File: config.mk
export PLATFORM = sky130hd
export DESIGN_NAME = motor_run_mode_sequencer_unit
export DESIGN_NICKNAME = d
export VERILOG_FILES = /design/src/sv/mrms_pkg.sv /design/src/sv/motor_run_mode_sequencer_unit.sv
export VERILOG_INCLUDE_DIRS = /design/src /design/src/sv
export SDC_FILE = /design/constraint.sdc
export NUM_CORES = 1
export LEC_CHECK = 0
export ABC_CLOCK_PERIOD_IN_PS = 2650
export BUFFER_PORTS_ARGS = -buffer_cell sky130_fd_sc_hd__buf_2
export CORE_UTILIZATION = 45
export DETAILED_ROUTE_END_ITERATION = 12
export MAX_ROUTING_LAYER = met4
export PLACE_DENSITY = 0.71
export SETUP_SLACK_MARGIN = 0.3
export SYNTH_ARGS = -nofsm -noshare
export SYNTH_HDL_FRONTEND = slang
export SYNTH_SLANG_ARGS = --single-unit
File: constraint.sdc
create_clock -name clk_i -period 2.65 [get_ports clk_i]
set_input_delay 0.53 -clock clk_i [delete_from_list [all_inputs] [get_ports clk_i]]
set_output_delay 0.53 -clock clk_i [all_outputs]
set_load 0.1 [all_outputs]
File: src/sv/assert_macros.svh
// ----------------------------------------------------------------------------
// assert_macros
// Assertion helpers for the run-mode sequencer.
// ----------------------------------------------------------------------------
`ifndef ASSERT_MACROS_SVH
`define ASSERT_MACROS_SVH

// Check a property on the block clock, held off during reset.
`define ASSERT_CLK(label, prop, msg) \
  label: assert property (@(posedge clk_i) disable iff (!rst_ni) (prop)) \
    else $error(msg);

// Check an implication on the block clock, held off during reset.
`define ASSERT_IMP(label, ante, cons, msg) \
  `ASSERT_CLK(label, (ante) |-> (cons), msg)

`endif

File: src/sv/mrms_pkg.sv
// ----------------------------------------------------------------------------
// mrms_pkg
// Types and constants shared by the motor run-mode sequencer.
// ----------------------------------------------------------------------------
package mrms_pkg;

  typedef enum logic [1:0] {
    MODE_IDLE    = 2'd0,
    MODE_STARTUP = 2'd1,
    MODE_NORMAL  = 2'd2,
    MODE_STOP    = 2'd3
  } mode_e;

  typedef enum logic [2:0] {
    REG_TEMP_HIGH         = 3'd0,
    REG_TEMP_LOW          = 3'd1,
    REG_DELAY_LONG        = 3'd2,
    REG_DELAY_BLOCKED_HOT = 3'd3,
    REG_DELAY_BLOCKED_MID = 3'd4,
    REG_DELAY_SHORT       = 3'd5,
    REG_DELAY_ELECTRONICS = 3'd6,
    REG_DELAY_IDLE        = 3'd7
  } reg_idx_e;

  localparam int unsigned PF_OV = 0;
  localparam int unsigned PF_UV = 1;
  localparam int unsigned PF_OC = 2;
  localparam int unsigned PF_OT = 3;
  localparam int unsigned PF_LT = 4;
  localparam int unsigned PF_CO = 5;

  localparam logic [1:0] CLR_NONE = 2'd0;
  localparam logic [1:0] CLR_BLK  = 2'd1;
  localparam logic [1:0] CLR_ALL  = 2'd3;

  localparam logic [7:0]  RST_TEMP_HIGH         = 8'd100;
  localparam logic [7:0]  RST_TEMP_LOW          = 8'd40;
  localparam logic [15:0] RST_DELAY_LONG        = 16'd1000;
  localparam logic [15:0] RST_DELAY_BLOCKED_HOT = 16'd900;
  localparam logic [15:0] RST_DELAY_BLOCKED_MID = 16'd400;
  localparam logic [15:0] RST_DELAY_SHORT       = 16'd100;
  localparam logic [15:0] RST_DELAY_ELECTRONICS = 16'd300;
  localparam logic [15:0] RST_DELAY_IDLE        = 16'd50;

  // Input item, last field in the lowest bits.
  typedef struct packed {
    logic        sleep_request;
    logic        eol_service;
    logic        overspeed;
    logic        blocked;
    logic        electronics_error;
    logic [5:0]  protection_faults;
    logic [7:0]  temperature;
    logic [15:0] actual_speed;
    logic [15:0] speed_limit;
    logic [15:0] speed_demand;
  } in_item_t;

  // Result item, last field in the lowest bits.
  typedef struct packed {
    logic [1:0]  clear_faults;
    logic        regulate_pulse;
    logic        start_pulse;
    logic        stop_pulse;
    logic [15:0] speed_command;
    mode_e       mode;
  } out_item_t;

  localparam int unsigned IN_W      = $bits(in_item_t);
  localparam int unsigned OUT_W     = $bits(out_item_t);
  localparam int unsigned IN_DATA_W = ((IN_W + 7) / 8) * 8;
  localparam int unsigned OUT_DATA_W = ((OUT_W + 7) / 8) * 8;

endpackage

File: src/sv/motor_run_mode_sequencer_unit.sv
// ----------------------------------------------------------------------------
// motor_run_mode_sequencer_unit
// Four-mode run sequencer for a motor drive, one control tick per item.
// ----------------------------------------------------------------------------
// Usage:
//   The slave stream takes one control tick per item (demand, limit, measured
//   speed, temperature, fault flags). The master stream returns one item per
//   tick: mode, commanded speed, stop/start/regulate pulses and fault clears.
//   Thresholds and hold-off delays sit in eight APB registers at 4*i; write
//   them only while no tick is in flight.
//   Path: an accepted item lands in the input register; when the result
//   register is free or being read, the mode machine steps and the result
//   register loads. Throughput: one item per cycle while results are taken;
//   the mode machine is a single pass of compare and select logic between
//   the input and result registers.
//   Reset: mode idle, both hold-off counters and the command cleared, all
//   registers at their reset values, both stream stages empty.
//   Stall: while the result waits on m_axis_tready_i, one more item is held
//   in the input register; the input then deasserts ready until the result
//   is taken.
// ----------------------------------------------------------------------------
module motor_run_mode_sequencer_unit
  import mrms_pkg::*;
(
  input  logic                  clk_i,
  input  logic                  rst_ni,
  input  logic                  s_axis_tvalid_i,
  output logic                  s_axis_tready_o,
  // speed_demand, speed_limit, actual_speed, temperature, protection_faults,
  // electronics_error, blocked, overspeed, eol_service, sleep_request, zeros
  input  logic [IN_DATA_W-1:0]  s_axis_tdata_i,
  output logic                  m_axis_tvalid_o,
  input  logic                  m_axis_tready_i,
  // mode, speed_command, stop_pulse, start_pulse, regulate_pulse,
  // clear_faults, zeros
  output logic [OUT_DATA_W-1:0] m_axis_tdata_o,
  input  logic                  psel,
  input  logic                  penable,
  input  logic                  pwrite,
  input  logic [4:0]            paddr,
  input  logic [31:0]           pwdata,
  output logic [31:0]           prdata,
  output logic                  pready
);

  logic [7:0]  temp_high_q, temp_low_q;
  logic [15:0] delay_long_q, delay_blocked_hot_q, delay_blocked_mid_q;
  logic [15:0] delay_short_q, delay_electronics_q, delay_idle_q;

  logic        in_valid_q;
  in_item_t    in_q;
  logic        out_valid_q;
  out_item_t   out_q;

  mode_e       mode_q, mode_d;
  logic [15:0] idle_cnt_q, idle_cnt_d;
  logic [15:0] stop_cnt_q, stop_cnt_d;
  logic [15:0] cmd_q, cmd_d;
  out_item_t   res;
  logic [15:0] stop_delay;
  logic        stop_cause;
  logic        out_free, advance, cfg_wr;
  reg_idx_e    cfg_idx;

  assign pready   = 1'b1;
  assign cfg_wr   = psel & penable & pwrite & pready;
  assign cfg_idx  = reg_idx_e'(paddr[4:2]);

  assign out_free        = !out_valid_q || m_axis_tready_i;
  assign advance         = in_valid_q && out_free;
  assign s_axis_tready_o = !in_valid_q || advance;
  assign m_axis_tvalid_o = out_valid_q;
  assign m_axis_tdata_o  = {{(OUT_DATA_W - OUT_W){1'b0}}, out_q};

  always_ff @(posedge clk_i or negedge rst_ni) begin
    if (!rst_ni) begin
      temp_high_q         <= RST_TEMP_HIGH;
      temp_low_q          <= RST_TEMP_LOW;
      delay_long_q        <= RST_DELAY_LONG;
      delay_blocked_hot_q <= RST_DELAY_BLOCKED_HOT;
      delay_blocked_mid_q <= RST_DELAY_BLOCKED_MID;
      delay_short_q       <= RST_DELAY_SHORT;
      delay_electronics_q <= RST_DELAY_ELECTRONICS;
      delay_idle_q        <= RST_DELAY_IDLE;
    end else if (cfg_wr) begin
      unique case (cfg_idx)
        REG_TEMP_HIGH:         temp_high_q         <= pwdata[7:0];
        REG_TEMP_LOW:          temp_low_q          <= pwdata[7:0];
        REG_DELAY_LONG:        delay_long_q        <= pwdata[15:0];
        REG_DELAY_BLOCKED_HOT: delay_blocked_hot_q <= pwdata[15:0];
        REG_DELAY_BLOCKED_MID: delay_blocked_mid_q <= pwdata[15:0];
        REG_DELAY_SHORT:       delay_short_q       <= pwdata[15:0];
        REG_DELAY_ELECTRONICS: delay_electronics_q <= pwdata[15:0];
        REG_DELAY_IDLE:        delay_idle_q        <= pwdata[15:0];
        default: ;
      endcase
    end
  end

  always_comb begin
    unique case (cfg_idx)
      REG_TEMP_HIGH:         prdata = {24'd0, temp_high_q};
      REG_TEMP_LOW:          prdata = {24'd0, temp_low_q};
      REG_DELAY_LONG:        prdata = {16'd0, delay_long_q};
      REG_DELAY_BLOCKED_HOT: prdata = {16'd0, delay_blocked_hot_q};
      REG_DELAY_BLOCKED_MID: prdata = {16'd0, delay_blocked_mid_q};
      REG_DELAY_SHORT:       prdata = {16'd0, delay_short_q};
      REG_DELAY_ELECTRONICS: prdata = {16'd0, delay_electronics_q};
      REG_DELAY_IDLE:        prdata = {16'd0, delay_idle_q};
      default:               prdata = 32'd0;
    endcase
  end

  // Input register.
  always_ff @(posedge clk_i or negedge rst_ni) begin
    if (!rst_ni) begin
      in_valid_q <= 1'b0;
    end else if (s_axis_tready_o) begin
      in_valid_q <= s_axis_tvalid_i;
    end
  end

  always_ff @(posedge clk_i) begin
    if (s_axis_tready_o && s_axis_tvalid_i) begin
      in_q <= in_item_t'(s_axis_tdata_i[IN_W-1:0]);
    end
  end

  // Stop hold-off by priority.
  always_comb begin
    priority if (in_q.blocked) begin
      priority if (in_q.temperature > temp_high_q) begin
        stop_delay = delay_blocked_hot_q;
      end else if (in_q.temperature < temp_low_q) begin
        stop_delay = delay_short_q;
      end else begin
        stop_delay = delay_blocked_mid_q;
      end
    end else if (in_q.electronics_error) begin
      stop_delay = delay_electronics_q;
    end else if (in_q.protection_faults[PF_OT] || in_q.protection_faults[PF_LT]) begin
      stop_delay = delay_long_q;
    end else begin
      stop_delay = delay_short_q;
    end
  end

  assign stop_cause = in_q.protection_faults[PF_OV] || in_q.protection_faults[PF_UV] ||
                      in_q.protection_faults[PF_OC] || in_q.protection_faults[PF_OT] ||
                      in_q.protection_faults[PF_CO] || in_q.electronics_error ||
                      in_q.blocked || in_q.overspeed || in_q.eol_service ||
                      in_q.sleep_request || (in_q.speed_demand == 16'd0);

  // Next state.
  always_comb begin
    mode_d     = mode_q;
    idle_cnt_d = idle_cnt_q;
    stop_cnt_d = stop_cnt_q;
    cmd_d      = cmd_q;
    unique case (mode_q)
      MODE_IDLE: begin
        if (idle_cnt_q != 16'd0) begin
          idle_cnt_d = idle_cnt_q - 16'd1;
        end else if (in_q.speed_demand != 16'd0 && !in_q.protection_faults[PF_OV] &&
                     !in_q.protection_faults[PF_UV] && !in_q.protection_faults[PF_OT]) begin
          mode_d = MODE_STARTUP;
        end else if (in_q.actual_speed != 16'd0) begin
          cmd_d = 16'd0;
        end
      end
      MODE_STARTUP: begin
        mode_d = MODE_NORMAL;
        cmd_d  = in_q.speed_demand;
      end
      MODE_NORMAL: begin
        if (stop_cause) begin
          stop_cnt_d = stop_delay;
          mode_d     = MODE_STOP;
          cmd_d      = 16'd0;
        end else begin
          cmd_d = (in_q.speed_demand > in_q.speed_limit) ? in_q.speed_limit
                                                        : in_q.speed_demand;
        end
      end
      MODE_STOP: begin
        cmd_d = 16'd0;
        if (stop_cnt_q != 16'd0) begin
          stop_cnt_d = stop_cnt_q - 16'd1;
        end else begin
          mode_d     = MODE_IDLE;
          idle_cnt_d = delay_idle_q;
        end
      end
      default: ;
    endcase
  end

  // Outputs.
  always_comb begin
    res.mode           = mode_d;
    res.speed_command  = cmd_d;
    res.stop_pulse     = 1'b0;
    res.start_pulse    = 1'b0;
    res.regulate_pulse = 1'b0;
    res.clear_faults   = CLR_NONE;
    unique case (mode_q)
      MODE_IDLE: begin
        if (in_q.speed_demand == 16'd0) begin
          res.clear_faults = CLR_BLK;
        end
        if (idle_cnt_q == 16'd0 && mode_d == MODE_IDLE && in_q.actual_speed != 16'd0) begin
          res.stop_pulse = 1'b1;
        end
      end
      MODE_STARTUP: begin
        res.stop_pulse  = 1'b1;
        res.start_pulse = (in_q.speed_demand != 16'd0);
      end
      MODE_NORMAL: begin
        res.stop_pulse     = stop_cause;
        res.regulate_pulse = !stop_cause;
        res.clear_faults   = stop_cause ? CLR_ALL : CLR_NONE;
      end
      MODE_STOP: begin
        res.stop_pulse = 1'b1;
      end
      default: ;
    endcase
  end

  always_ff @(posedge clk_i or negedge rst_ni) begin
    if (!rst_ni) begin
      mode_q      <= MODE_IDLE;
      idle_cnt_q  <= 16'd0;
      stop_cnt_q  <= 16'd0;
      cmd_q       <= 16'd0;
      out_valid_q <= 1'b0;
    end else begin
      if (advance) begin
        mode_q     <= mode_d;
        idle_cnt_q <= idle_cnt_d;
        stop_cnt_q <= stop_cnt_d;
        cmd_q      <= cmd_d;
      end
      if (out_free) begin
        out_valid_q <= in_valid_q;
      end
    end
  end

  always_ff @(posedge clk_i) begin
    if (advance) begin
      out_q <= res;
    end
  end

`include "assert_macros.svh"

  `ASSERT_IMP(a_stop_mode_pulse, out_valid_q && out_q.mode == MODE_STOP,
              out_q.stop_pulse, "stop mode result without stop pulse")
  `ASSERT_IMP(a_start_in_normal, out_valid_q && out_q.start_pulse,
              out_q.mode == MODE_NORMAL, "start pulse outside normal mode")
  `ASSERT_IMP(a_regulate_clean, out_valid_q && out_q.regulate_pulse,
              !out_q.stop_pulse && out_q.clear_faults == CLR_NONE,
              "regulate pulse together with stop or clear")
  `ASSERT_CLK(a_in_hold, (in_valid_q && !advance) |=> in_valid_q,
              "input item dropped while result stage stalled")

endmodule

=== Yosys cells after proc, flatten, opt, wreduce, memory -nomap -nowiden ===
Cells that the tools add are included.

* ROM bits: 0
* Latch bits: 0
* Logic and storage cells: 127
* Register bits after elaboration: 254
* Memory bits (writable): 0
* Input port bits: 116
* Memories: 0
* Output and inout bits: 59

* Reduce and logical (&&, ||, !) cells: 48
* Add/subtract/negate cells: 2
* Multiply operators: 0
* Divide/modulo/power cells: 0
* Eq/ne operators: 14
* Muxes and demuxes: 28
* Shift-type cells: 0
* Order comparisons: 3
* Bitwise gates (word level): 2

{| class="wikitable"
|+ Operators by type and width
! operator !! number
|-
| $pmux 32 s8 || 1
|-
| $mux 16 || 14
|-
| $pmux 16 s2 || 2
|-
| $pmux 16 s4 || 1
|-
| $reduce_bool 16->1 || 4
|-
| $logic_not 16->1 || 2
|-
| $sub 16x1->16 const B || 2
|-
| $gt 16x16->1 || 1
|-
| $reduce_and 2->1 || 8
|-
| $logic_or 1x1->1 || 13
|-
| $eq 3x3->1 const B || 4
|-
| $mux 2 || 5
|-
| $gt 8x8->1 || 1
|-
| $lt 8x8->1 || 1
|-
| $ne 2x2->1 const B || 4
|-
| $pmux 2 s4 || 1
|-
| $reduce_and 4->1 || 2
|-
| $logic_and 1x1->1 || 7
|-
| $eq 3x2->1 const B || 2
|-
| $logic_not 1->1 || 6
|-
| $eq 2x2->1 const B || 2
|-
| $logic_not 2->1 || 2
|-
| $pmux 2 s2 || 1
|-
| $reduce_bool 2->1 || 2
|-
| other kinds (7) || 9
|}

=== Longest topological paths before layout ===
* Depth in word-level cells: 17
* Gate-level depth with buffers: 11
* Gate-level depth less buffers: 8

=== Least setup slack after synthesis ===
OpenSTA, ideal clock, no wires.

* Path type: input-to-output
* Start point: input paddr[2]
* End point: output prdata[11]
* Cell stages on the path: 5
* Required time: 2.120 ns
* Data arrival time: 3.623 ns
* Path buffers: 3
* Setup slack: -1.503 ns
* Cells stage by stage: buf_1 buf_2 buf_2 mux2i_1 o21ai_0

* Longest elaborated chain between the ends: 2

{| class="wikitable"
|+ Ends and longest elaborated chain
! what !! RTL line !! text
|-
| start: declaration || motor_run_mode_sequencer_unit.sv:40 || <nowiki>input logic [4:0] paddr,</nowiki>
|-
| $eq 3x3->1, or another cell as far along || motor_run_mode_sequencer_unit.sv:101 || <nowiki>unique case (cfg_idx)</nowiki>
|-
| $pmux 32 s8 * || motor_run_mode_sequencer_unit.sv:101 ||
|-
| end: declaration || motor_run_mode_sequencer_unit.sv:42 || <nowiki>output logic [31:0] prdata,</nowiki>
|}

Mark *: on every way between the ends. The rest lies on a longest branch, timed or not. The select of a mux whose other input is x is not followed.

=== Worst setup path in the final report ===
* Start point: register in_q[26] in the netlist's numbering
* End point: register out_q, in the netlist m_axis_tdata_o[12], data pin

* Longest elaborated chain between the ends: 4

{| class="wikitable"
|+ Ends and longest elaborated chain
! what !! RTL line !! text
|-
| start: declaration || motor_run_mode_sequencer_unit.sv:51 || <nowiki>in_item_t in_q;</nowiki>
|-
| start signal: assignment || motor_run_mode_sequencer_unit.sv:125 || <nowiki>in_q <= in_item_t'(s_axis_tdata_i[IN_W-1:0]);</nowiki>
|-
| $gt 16x16->1 || motor_run_mode_sequencer_unit.sv:181 || <nowiki>cmd_d = (in_q.speed_demand > in_q.speed_limit) ? in_q.speed_limit</nowiki>
|-
| $mux 16 * || motor_run_mode_sequencer_unit.sv:181 ||
|-
| $mux 16 * || motor_run_mode_sequencer_unit.sv:176 || <nowiki>if (stop_cause) begin</nowiki>
|-
| $pmux 16 s4 * || motor_run_mode_sequencer_unit.sv:160 || <nowiki>unique case (mode_q)</nowiki>
|-
| named net cmd_d[10] || motor_run_mode_sequencer_unit.sv:58 || <nowiki>logic [15:0] cmd_q, cmd_d;</nowiki>
|-
| end signal: assignment || motor_run_mode_sequencer_unit.sv:253 || <nowiki>out_q <= res;</nowiki>
|-
| end: declaration || motor_run_mode_sequencer_unit.sv:53 || <nowiki>out_item_t out_q;</nowiki>
|}

The timed path passes the listed nets; every way through them passes the cells marked *.
A chain may end at the register's enable or synchronous reset.

==> summary.txt <==
Critical path
  – Crit path DAT: 2990 ps
  – Worst path most repeated cell: nand4_1
  – CP max-delay cell: or3_4
  – Critical Path Sink Type: flop
  – Crit Path Max Fanout: 8
  – Register-to-register setup slack: 40 ps
  – CP Launch Type: flop
  – R2r endpoint: m_axis_tdata_o[12]
  – FF-to-FF Start: in_q[26]
  – Crit Path Category: flop to flop
  – Worst EP required: 3030 ps
  – Critical path cell sequence: inv_1 -> ha_1 -> nand4_1 -> or3_4 -> o211ai_1 -> buf_6 -> buf_12 -> nand4_1 -> a31oi_1
  – Worst reg2reg path depth: 9
  – Largest stage delay, worst path: 470 ps

Clock network
  – Sink Count: 254
  – CTS tree: built
  – H-tree depth: 1
  – CTS root buf: clkbuf_16
  – Clock latency on the worst-skew pair: 560 ps
  – CTS Buf Count: 28
  – Clock Path Buffers: 3
  – Clock-pin slew on the worst setup and hold paths: 60 ps

Detailed routing
  – Drt pass-1 iters: 5
  – Vias: 11,900
  – Vias per cell: 6.16
  – DRC viols: 0
  – Drt wl/cell: 21.8 µm
  – Antenna viol nets, final: 0
  – Iter 0 DRT Violations: 1,098
  – Drt total wl: 42.2 mm

Synth
  – Top cell type's share of synthesized area: 0.248
  – Most frequent cells after synthesis: dfrtp_1 (136), mux2_2 (126), edfxtp_1 (90)
  – Syn_area_per_cell: 11.1 µm²
  – Most numerous cell in the Yosys netlist: dfrtp_1
  – Synth Cell Area: 13,700 µm²
  – Ys flop type: dfrtp_1
  – Synth area leader: dfrtp_1
  – Post-synthesis sequential area ratio: 0.499
  – Async SR Flop Fraction: 0.646
  – Synth cell types: 74
  – Cell count after synthesis: 1,239
  – Top cells by area, synth: dfrtp_1 (25%), edfxtp_1 (20%), mux2_2 (10%)
  – Flop and latch count out of synthesis: 254
  – Synth warn: 0
  – Post-synth EDFFs: 90

Global routing
  – Global route hottest layer: met2
  – First-pass GRT wire length: 63.9 mm
  – Met2 Usage GRT: 0.439
  – Total gr overflow: 0
  – Initial antenna violation count: 1
  – Gr usage total: 0.270
  – Vias in the first global route: 11,800
  – GRT met1 Usage: 0.335
  – M3 GR Usage: 0.0422
  – Largest net degree at the start of global routing: 55

Power
  – Leakage: 7.61 nW
  – Power per standard cell area: 870 nW/µm²
  – Peak VDD IR: 0.807 mV

Place
  – DP HPWL: 26.5 mm
  – Count of input and output buffers: 133
  – Final GP Congestion: 0.907
  – DP Area: 15,900 µm²

STA
  – Slew at the pin closest to its max-slew limit: 741 ps
  – Minimum hold slack: 143 ps
  – Final Skew: 20.3 ps
  – Fin. Hold Viols: 0
  – Slew margin rel.: 0.505
  – Final setup vio count: 0
  – Fmax achieved: 383 MHz
  – Post-layout min period: 2610 ps
  – Final period utilization: 0.984
  – Final Max Tran Viols: 0
  – RSZ-0062 raised after global routing: yes

Floorplan
  – Die width: 177 µm
  – Ports: 175
  – Die Ht: 177 µm
  – Starting Density: 0.460
  – Core region area: 29,800 µm²
  – Full die area: 31,200 µm²
  – Site Rows: 63

Outcome
  – Outcome: complete, no violations

Min path
  – Worst hold path type: primary input to flop
  – Hold path cells: 1
  – Hold Path End: in_q[55]
  – HP Start: s_axis_tdata_i[55]

Finish
  – Fin area: 18,700 µm²
  – Nets: 1,674
  – Share of cells above drive strength 1: 0.454
  – Post-layout util: 0.626
  – Area growth syn-to-layout: 36.1%

Job
  – Max Cap Viol: 0
## sequential cells by signal (all words and copies together), names as in the netlist
register / cells
cmd_q: 16
delay_blocked_hot_q: 16
delay_blocked_mid_q: 16
delay_electronics_q: 16
delay_idle_q: 16
delay_long_q: 16
delay_short_q: 16
idle_cnt_q: 16
in_q: 67
in_valid_q: 1
m_axis_tdata_o: 23
m_axis_tvalid_o: 1
mode_q: 2
stop_cnt_q: 16
temp_high_q: 8
temp_low_q: 8
## critical path: cells and delay by family (launching register included)
family / cells / cell delay (ps)
AND/OR/NAND/NOR: 3 / 810
AO/OA/AOI/OAI: 2 / 500
flip-flops: 1 / 400
buffers and inverters: 3 / 420
adder cells (fa/ha/maj): 1 / 310
## power breakdown
group	internal (W)	switching [W]
Sequential	0.00508	0.000795
Clock	0.00221	0.00162
Combinational	0.00261	0.00393
## layout by cell type, fill, tap and decap left out, types with 7 or more instances in the layout
cell and count:
nor3_2 14, o221ai_2 12, nand2_1 56, mux2i_1 30, o211ai_1 23, o21ai_0 43, dfstp_2 28, dfrtp_1 131
edfxtp_1 90, mux2_2 118, buf_6 26, nand3_1 28, a31oi_1 21, nand2b_1 8, buf_2 113, nor2_1 62
ha_1 22, nand4_1 29, mux2_4 8, inv_2 8, inv_1 49, o21a_1 19, nor4_1 13, buf_4 153
buf_12 35, and3_1 7, clkbuf_1 11, clkbuf_16 28, o21ai_1 14, a2111oi_4 16, a21oi_1 66, nor2_4 9
a21oi_2 12, ha_4 9, nor3_1 35, conb_1 18, mux4_2 8
## per-stage QoR
step	std cells	setup slack, ps	setup TNS [ps]	power (W)
floorplan	1255	108	0	0.00964
global placement	1799	63.1	0	0.0111
detailed placement	1799	43.3	0	0.0113
CTS	1913	151	0	0.0157
global route	1938	-43.3	-128	0.0169
finish	1938	42.0	0	0.0162
## layout make-up
cell class                 instances  area [µm²]
antenna                            1        2.50
clock buffer                      41         769
clock inverter                    11         121
fill                            2194       11100
inverter                          60         225
multi-input combinational        846        7350
sequential                       254        6850
tap                              390         488
timing repair buffer             335        2860
## cells by family after synthesis
group,synth area share
AOI/OAI and AO/OA,0.157
adders and majority gates,0.0301
buffers and inverters,0.0521
DFF,0.499
muxes,0.140
other,0.000548
and+or+nand+nor,0.121
## worst max-delay path by stage
stage / end / slack, ps / cells after the start / start
finish: m_axis_tdata_o[12] / 40 / 9 / in_q[26]
global placement: stop_cnt_q[2] / 60 / 9 / temp_low_q[3]
CTS: prdata[5] / 150 / 5 / delay_short_q[5]
global route: m_axis_tdata_o[17] / -40 / 8 / in_q[6]
floorplan: in_q[0] / 110 / 2 / m_axis_tvalid_o
detailed placement: stop_cnt_q[14] / 40 / 10 / temp_low_q[3]
## metal layers
metal,wire (µm),share of wire,up-vias
met4,2190,0.052,0
met3,3000,0.071,171
li1,-,-,5265
met2,20400,0.48,645
met1,16700,0.39,5855
met5,0,0,-
## what timing repair did
item | 4_1_cts | 5_1_grt
gates resized for setup | 151 | 79
hold buffers | 1 | 0
endpoints found under the hold margin | 44 | 0
pin swaps | 74 | 59
buffers inserted | 56 | 24
endpoints found under the setup margin | 64 | 83
gates cloned | 5 | 0
(Power assumes the default switching activity.)
